===== config.mk =====
export PLATFORM = sky130hd
export DESIGN_NAME = cbc_smooth
export DESIGN_NICKNAME = d
export VERILOG_FILES = /design/src/rtl/core/cbc_pkg.sv /design/src/rtl/core/cbc_smooth.sv
export SDC_FILE = /design/constraint.sdc
export NUM_CORES = 2
export LEC_CHECK = 0
export ABC_AREA = 1
export BUFFER_PORTS_ARGS = -buffer_cell sky130_fd_sc_hd__buf_2
export CAP_MARGIN = 20
export CORE_ASPECT_RATIO = 1.2
export CORE_UTILIZATION = 34
export CTS_CLUSTER_DIAMETER = 100
export DETAILED_ROUTE_END_ITERATION = 7
export PLACE_DENSITY = 0.44
export SYNTH_ARGS = -nofsm -noshare
export SYNTH_HDL_FRONTEND = slang
export SYNTH_SLANG_ARGS = --single-unit

===== constraint.sdc =====
create_clock -name clk -period 8.15 [get_ports clk]
set_clock_uncertainty 0.2 [all_clocks]
set_input_delay 0.815 -clock clk [delete_from_list [all_inputs] [get_ports clk]]
set_output_delay 0.815 -clock clk [all_outputs]
set_load 0.03 [all_outputs]

===== src/rtl/core/cbc_pkg.sv =====
// Shared constants and types for the capsule brush coverage block.
// No dependencies; imported by every module of the block.
package cbc_pkg;

    // Fraction bits of the projection parameter along the segment.
    localparam int T_BITS = 32;

    // Configuration register indexes.
    localparam int CFG_IDX_W = 3;
    localparam logic [CFG_IDX_W-1:0] REG_START_X        = 3'd0;
    localparam logic [CFG_IDX_W-1:0] REG_START_Y        = 3'd1;
    localparam logic [CFG_IDX_W-1:0] REG_END_X          = 3'd2;
    localparam logic [CFG_IDX_W-1:0] REG_END_Y          = 3'd3;
    localparam logic [CFG_IDX_W-1:0] REG_BRUSH_RADIUS   = 3'd4;
    localparam logic [CFG_IDX_W-1:0] REG_BRUSH_HARDNESS = 3'd5;

    // Which point of the segment is nearest to the pixel centre.
    typedef logic [1:0] seg_mode_t;
    localparam seg_mode_t MODE_START = 2'd0;
    localparam seg_mode_t MODE_END   = 2'd1;
    localparam seg_mode_t MODE_MID   = 2'd2;

endpackage


===== src/rtl/core/cbc_smooth.sv =====
// Three-stage quintic smootherstep u^3 (6u^2 - 15u + 10) in Q0.C fixed point.
// Carries a side payload alongside; uses cbc_pkg.
module cbc_smooth #(
    parameter int COVERAGE_BITS = 16,
    parameter int SIDE_W        = 8
) (
    input  logic                   clk,
    input  logic                   rst_n,
    input  logic                   in_valid,
    input  logic [COVERAGE_BITS-1:0] in_u,
    input  logic [SIDE_W-1:0]      in_side,
    output logic                   out_valid,
    output logic [COVERAGE_BITS:0] out_s,
    output logic [SIDE_W-1:0]      out_side
);
    import cbc_pkg::*;

    localparam int C    = COVERAGE_BITS;
    localparam int PL_W = C + 4;
    localparam int S_W  = 2 * C + 5;
    localparam logic [2*C-1:0]  HALF_M = (2*C)'(1) << (C - 1);
    localparam logic [S_W-1:0]  HALF_S = S_W'(1) << (C - 1);
    localparam logic [PL_W-1:0] TEN    = PL_W'(10) << C;
    localparam logic [C:0]      ONE    = (C+1)'(1) << C;

    logic [2*C-1:0]  u2_full;
    logic [2*C-1:0]  u3_full;
    logic [PL_W-1:0] pos;
    logic [PL_W-1:0] neg;
    logic [S_W-1:0]  s_full;
    logic [PL_W-1:0] s_short;

    logic [C-1:0]      m1_u2_reg;
    logic [C-1:0]      m1_u_reg;
    logic [C-1:0]      m2_u3_reg;
    logic [PL_W-1:0]   m2_poly_reg;
    logic [C:0]        m3_s_reg;
    logic [SIDE_W-1:0] m1_side_reg;
    logic [SIDE_W-1:0] m2_side_reg;
    logic [SIDE_W-1:0] m3_side_reg;
    logic              m1_valid_reg;
    logic              m2_valid_reg;
    logic              m3_valid_reg;

    assign u2_full = in_u * in_u + HALF_M;
    assign u3_full = m1_u2_reg * m1_u_reg + HALF_M;
    assign pos     = PL_W'(6) * PL_W'(m1_u2_reg) + TEN;
    assign neg     = PL_W'(15) * PL_W'(m1_u_reg);
    assign s_full  = S_W'(m2_u3_reg) * S_W'(m2_poly_reg) + HALF_S;
    assign s_short = s_full[C+PL_W-1:C];

    always_ff @(posedge clk or negedge rst_n)
    begin
        if (!rst_n)
        begin
            m1_valid_reg <= 1'b0;
            m2_valid_reg <= 1'b0;
            m3_valid_reg <= 1'b0;
        end
        else
        begin
            m1_valid_reg <= in_valid;
            m2_valid_reg <= m1_valid_reg;
            m3_valid_reg <= m2_valid_reg;
        end
    end

    always_ff @(posedge clk)
    begin
        m1_u2_reg   <= u2_full[2*C-1:C];
        m1_u_reg    <= in_u;
        m1_side_reg <= in_side;
        m2_u3_reg   <= u3_full[2*C-1:C];
        m2_poly_reg <= (pos > neg) ? pos - neg : '0;
        m2_side_reg <= m1_side_reg;
        m3_s_reg    <= (s_short > PL_W'(ONE)) ? ONE : s_short[C:0];
        m3_side_reg <= m2_side_reg;
    end

    assign out_valid = m3_valid_reg;
    assign out_s     = m3_s_reg;
    assign out_side  = m3_side_reg;

endmodule


# Word-level counts from Yosys, hierarchy flattened
# Cells that the tools add are included.
word_totals:
  memories: 0
  word_cells: 23
  latch_bits: 0
  reg_bits: 112
  in_bits: 27
  ram_bits: 0
  mem_bits_ro: 0
  output_inout_bits: 26
op_classes:
  mux: 0
  order_cmp: 2
  n_shift: 0
  n_reduce_logical: 0
  n_mul: 5
  div_mod_pow: 0
  n_eq_ne: 0
  add_sub_neg: 5
  bitwise_logic: 0
ops:
  columns: ["operator", "n"]
  rows:
  - ["$add 32x16->32 const B", 2]
  - ["$mul 16x16->32", 2]
  - ["$add 36x16->36 const B", 1]
  - ["$mul 16x20->36", 1]
  - ["$add 19x20->20 const B", 1]
  - ["$gt 20x17->1 const B", 1]
  - ["$gt 20x20->1", 1]
  - ["$mul 4x16->20 const A", 1]
  - ["$sub 20x20->20", 1]
  - ["$mul 2x16->18 const A", 1]

# Longest topological paths before layout
depth:
  depth_word: 3
  ltp_mapped: 36
  ltp_nobuf: 33

# Worst setup path before layout
# OpenSTA, ideal clock, no wires.
synth_timing:
  path_kind: "in2reg"
  startpoint: "in in_u[13]"
  endpoint: "reg m1_u2_reg[14]"
  required_ns: 7.878
  path_stages: 24
  arrival_time_ns: 6.045
  setup_ns: 0.072
  setup_slack_ns: 1.834
  cell_sequence: "clkbuf_1 > clkbuf_1 > nand2_1 > fa_1 > inv_1 > fa_1 > inv_1 > fa_1 > fa_1 > fa_1 > inv_1 > fa_1 > ha_1 > nand2_1 > nor4_1 > nand3_1 > nand3_1 > nand2_1 > nand2_1 > nand2_1 > nand2_1 > nand3_1 > nand2_1 > xor2_1"
synth_via:
  elab_chain_cells: 2
synth_rtl:
  columns: ["item", "line", "rtl"]
  rows:
  - ["start: declaration", "cbc_smooth.sv:10", "input logic [COVERAGE_BITS-1:0] in_u,"]
  - ["$mul 16x16->32", "cbc_smooth.sv:45", "assign u2_full = in_u * in_u + HALF_M;"]
  - ["$add 32x16->32", "cbc_smooth.sv:45", null]
  - ["net u2_full[30]", "cbc_smooth.sv:26", "logic [2*C-1:0] u2_full;"]
  - ["end signal: assignment", "cbc_smooth.sv:70", "m1_u2_reg <= u2_full[2*C-1:C];"]
  - ["end: declaration", "cbc_smooth.sv:33", "logic [C-1:0] m1_u2_reg;"]
# The timed path passes the listed nets, and every way through them passes these cells.
# A chain may end at the register's enable or synchronous reset.

# Worst setup path after layout
layout_timing:
  startpoint: "reg m2_u3_reg[8]"
  endpoint: "reg m3_s_reg[2] (netlist: out_s[2])"
layout_via:
  elab_chain_cells: 3
layout_rtl:
  columns: ["item", "line", "rtl"]
  rows:
  - ["start: declaration", "cbc_smooth.sv:35", "logic [C-1:0] m2_u3_reg;"]
  - ["start signal: assignment", "cbc_smooth.sv:73", "m2_u3_reg <= u3_full[2*C-1:C];"]
  - ["$mul 16x20->36 (*)", "cbc_smooth.sv:49", "assign s_full = S_W'(m2_u3_reg) * S_W'(m2_poly_reg) + HALF_S;"]
  - ["$add 36x16->36 (*)", "cbc_smooth.sv:49", null]
  - ["$gt 20x17->1", "cbc_smooth.sv:76", "m3_s_reg <= (s_short > PL_W'(ONE)) ? ONE : s_short[C:0];"]
  - ["end signal: assignment", "cbc_smooth.sv:76", null]
  - ["end: declaration", "cbc_smooth.sv:37", "logic [C:0] m3_s_reg;"]
# Mark *: on every way between the ends. The rest lies on a longest branch, timed or not.

==> results.sh <==
export IMPL_status="complete, but fails checks"
export IMPL_violations="DRC"
export IMPL_critPathLaunchType="register"
export IMPL_clock_sinks=112
export IMPL_syn_to_final_growth_pct=5.63
export IMPL_cts_max_level=3
export IMPL_slowest_stage="dfxtp_1"
export IMPL_holdWs_ps=125
export IMPL_ioPinCount=53
export IMPL_slowest_delay_ps=970
export IMPL_remaining_drc_errors=14
export IMPL_cts_root_buffer="clkbuf_16"
export IMPL_rows=125
export IMPL_hpwlAfterDp_um=74100
export IMPL_reg2reg_slack_ps=980
export IMPL_die_h_um=345
export IMPL_max_freq_ghz=0.140
export IMPL_grt_max_degree=22
export IMPL_fin_tns_setup_ps=0
export IMPL_final_area_sq_mm=0.0352
export IMPL_gr_total_overflow=0
export IMPL_placed_area_sq_mm=0.0349
export IMPL_diodes=0
export IMPL_drv_cap=0
export IMPL_synth_top_area_share_pct=38.1
export IMPL_cts_buffer_depth=2
export IMPL_wl_um=86000
export IMPL_ys_seq_area_share_pct=6.78
export IMPL_nets=5364
export IMPL_synth_top_area_cell="fa_1"
export IMPL_syn_area_sq_mm=0.0333
export IMPL_yosys_top_cells_area="fa_1, ha_1, inv_1, nand2_1, dfxtp_1"
export IMPL_critPathRequiredTime_ps=8290
export IMPL_yosys_warnings=0
export IMPL_wl_per_cell_um=15.4
export IMPL_drive_gt1_share_pct=3.09
export IMPL_clock_insertion_delay_worst_skew_ps=410
export IMPL_synth_seq_cells=112
export IMPL_relSlewSlack_pct=22.8
export IMPL_synthArstFlopShare_pct=2.68
export IMPL_design_core_area_sq_mm=0.0970
export IMPL_start_util_pct=34.3
export IMPL_cts_resized=0
export IMPL_cts_tree="yes"
export IMPL_finalHoldViolations=0
export IMPL_drt_pass1_iter_count=8
export IMPL_critPathTopFamily="adder cells"
export IMPL_final_fill_count=10358
export IMPL_end_kind="register"
export IMPL_antenna_found_initial=0
export IMPL_dr_total_vias=24930
export IMPL_numPortBuffers=52
export IMPL_cts_buffers=9
export IMPL_syn_inst=4350
export IMPL_antenna_left=0
export IMPL_rsz0062_at_grt="no"
export IMPL_finalCritPeriodShare_pct=87.9
export IMPL_period_needed_ps=7170
export IMPL_dr_first_iter_drc_count=815
export IMPL_crit_buf_inv=6
export IMPL_slew_violations=0
export IMPL_place_gp_congestion=0.899
export IMPL_clk_pin_slew_worst_paths_ps=90
export IMPL_grt_usage_pct=18.4
export IMPL_path_class="reg -> reg"
export IMPL_tightest_slew_ps=1160
export IMPL_final_cell_mix="inv_1, nand2_1, fa_1"
export IMPL_synth_distinct_cells=45
export IMPL_die_area_sq_mm=0.0992
export IMPL_synth_edf_count=0
export IMPL_syn_num_nets=5418
export IMPL_finalSetupViolCount=0
export IMPL_vias_per_cell=4.47
export IMPL_largest_register_ffs=20
export IMPL_grt_pass1_wl_um=144000
export IMPL_die_width_um=288
export IMPL_final_common_cell="inv_1"
export IMPL_cp_max_fo=20
export IMPL_ys_flop_type="dfxtp_1"
export IMPL_hold_path_class="reg -> reg"
export IMPL_crit_arrival_ps=7300
export IMPL_grt_pass1_vias=27906
export IMPL_syn_area_per_cell_sq_um=7.65
metrics by stage:
stage / setup slack [ps] / util, % / cells
6_report: 983 / 36.3 / 5571
3_5_place_dp: 943 / 35.9 / 5554
3_3_place_gp: 985 / 35.9 / 5554
4_1_cts: 913 / 36.3 / 5571
2_1_floorplan: 1830 / - / 4350
5_1_grt: 484 / 36.3 / 5571
layer usage:
metal	vias to the layer above	GRT usage [%]	wire, um
li1	12370	-	-
met1	12215	20.4	35200
met2	250	37.2	47700
met3	95	1.04	1190
met4	0	4.68	2000
met5	-	0	0
path summary, 6_finish.rpt:
path / from / end / cells past startpoint
max: m2_u3_reg[8]$_DFF_P_ / out_s[2]$_SDFF_PN0_ / 27
max in group asynchronous: rst_n / m2_valid_reg$_DFF_PN0_ / 2
min reg2reg: m2_side_reg[5]$_DFF_P_ / out_side[5]$_DFF_P_ / 0
min in group asynchronous: rst_n / out_valid$_DFF_PN0_ / 2
min: m2_side_reg[5]$_DFF_P_ / out_side[5]$_DFF_P_ / 0
max reg2reg: m2_u3_reg[8]$_DFF_P_ / out_s[2]$_SDFF_PN0_ / 27
worst register-to-register path, stage by stage, from the launching register on:
cell and delay (ps):
dfxtp_1 970, nand2_1 190, fa_1 560, inv_1 60
fa_1 520, inv_1 60, fa_1 530, inv_1 50
fa_1 450, fa_1 490, inv_1 50, fa_1 470
inv_1 40, ha_1 300, nand2_1 110, nor2_1 130
inv_1 130, nor3_1 490, nand2_1 140, nand3_1 120
nand3_1 120, nor2_1 180, nand2_1 70, nor2_1 150
nand2_1 90, nand2_2 60, nand2_2 200, nor2_1 160
synth_stat cells (3+ instances only):
cell type     n
inv_1      1338
nand2_1    1026
fa_1        634
ha_1        407
clkbuf_1    159
nor2_1      155
a21oi_1     153
dfxtp_1     109
o21ai_0      74
xor2_1       59
nand3_1      57
xnor2_1      31
nand4_1      18
nor3_1       17
o21bai_1     14
a21o_1       10
a31oi_1      10
nor4_1       10
or2_2         8
nand3b_1      7
o31ai_1       6
o21a_1        5
nand2_2       4
o211ai_1      4
a211oi_1      3
a21boi_0      3
a221oi_1      3
and2_1        3
dfrtp_1       3
nor2_2        3
cell families after synthesis:
group | count (synthesis) | share of synthesized area, %
buffers and inverters | 1502 | 17.0
AND/OR/NAND/NOR | 1311 | 15.5
adder cells (fa/ha/maj) | 1041 | 53.4
AO/OA/AOI/OAI | 294 | 4.92
flip-flops | 112 | 6.78
XOR/XNOR | 90 | 2.37
repair_timing:
action,4_1_cts,5_1_grt
endpoints found under the hold margin,3,0
setup buffers,0,0
hold buffers,1,0
area by class of cell:
type	instances	area, sq um	area share [%]
clock buffers	9	225	0.640
clock inverters	7	75.1	0.213
inverters	1338	5020	14.3
multi-input cells	2736	25400	72.2
flip-flops and latches	112	2260	6.42
well taps	1270	1590	4.52
repair buffers	99	616	1.75
Power is not shown: default switching activity piles up to over one toggle a cycle in this logic, so the estimate is an artifact.
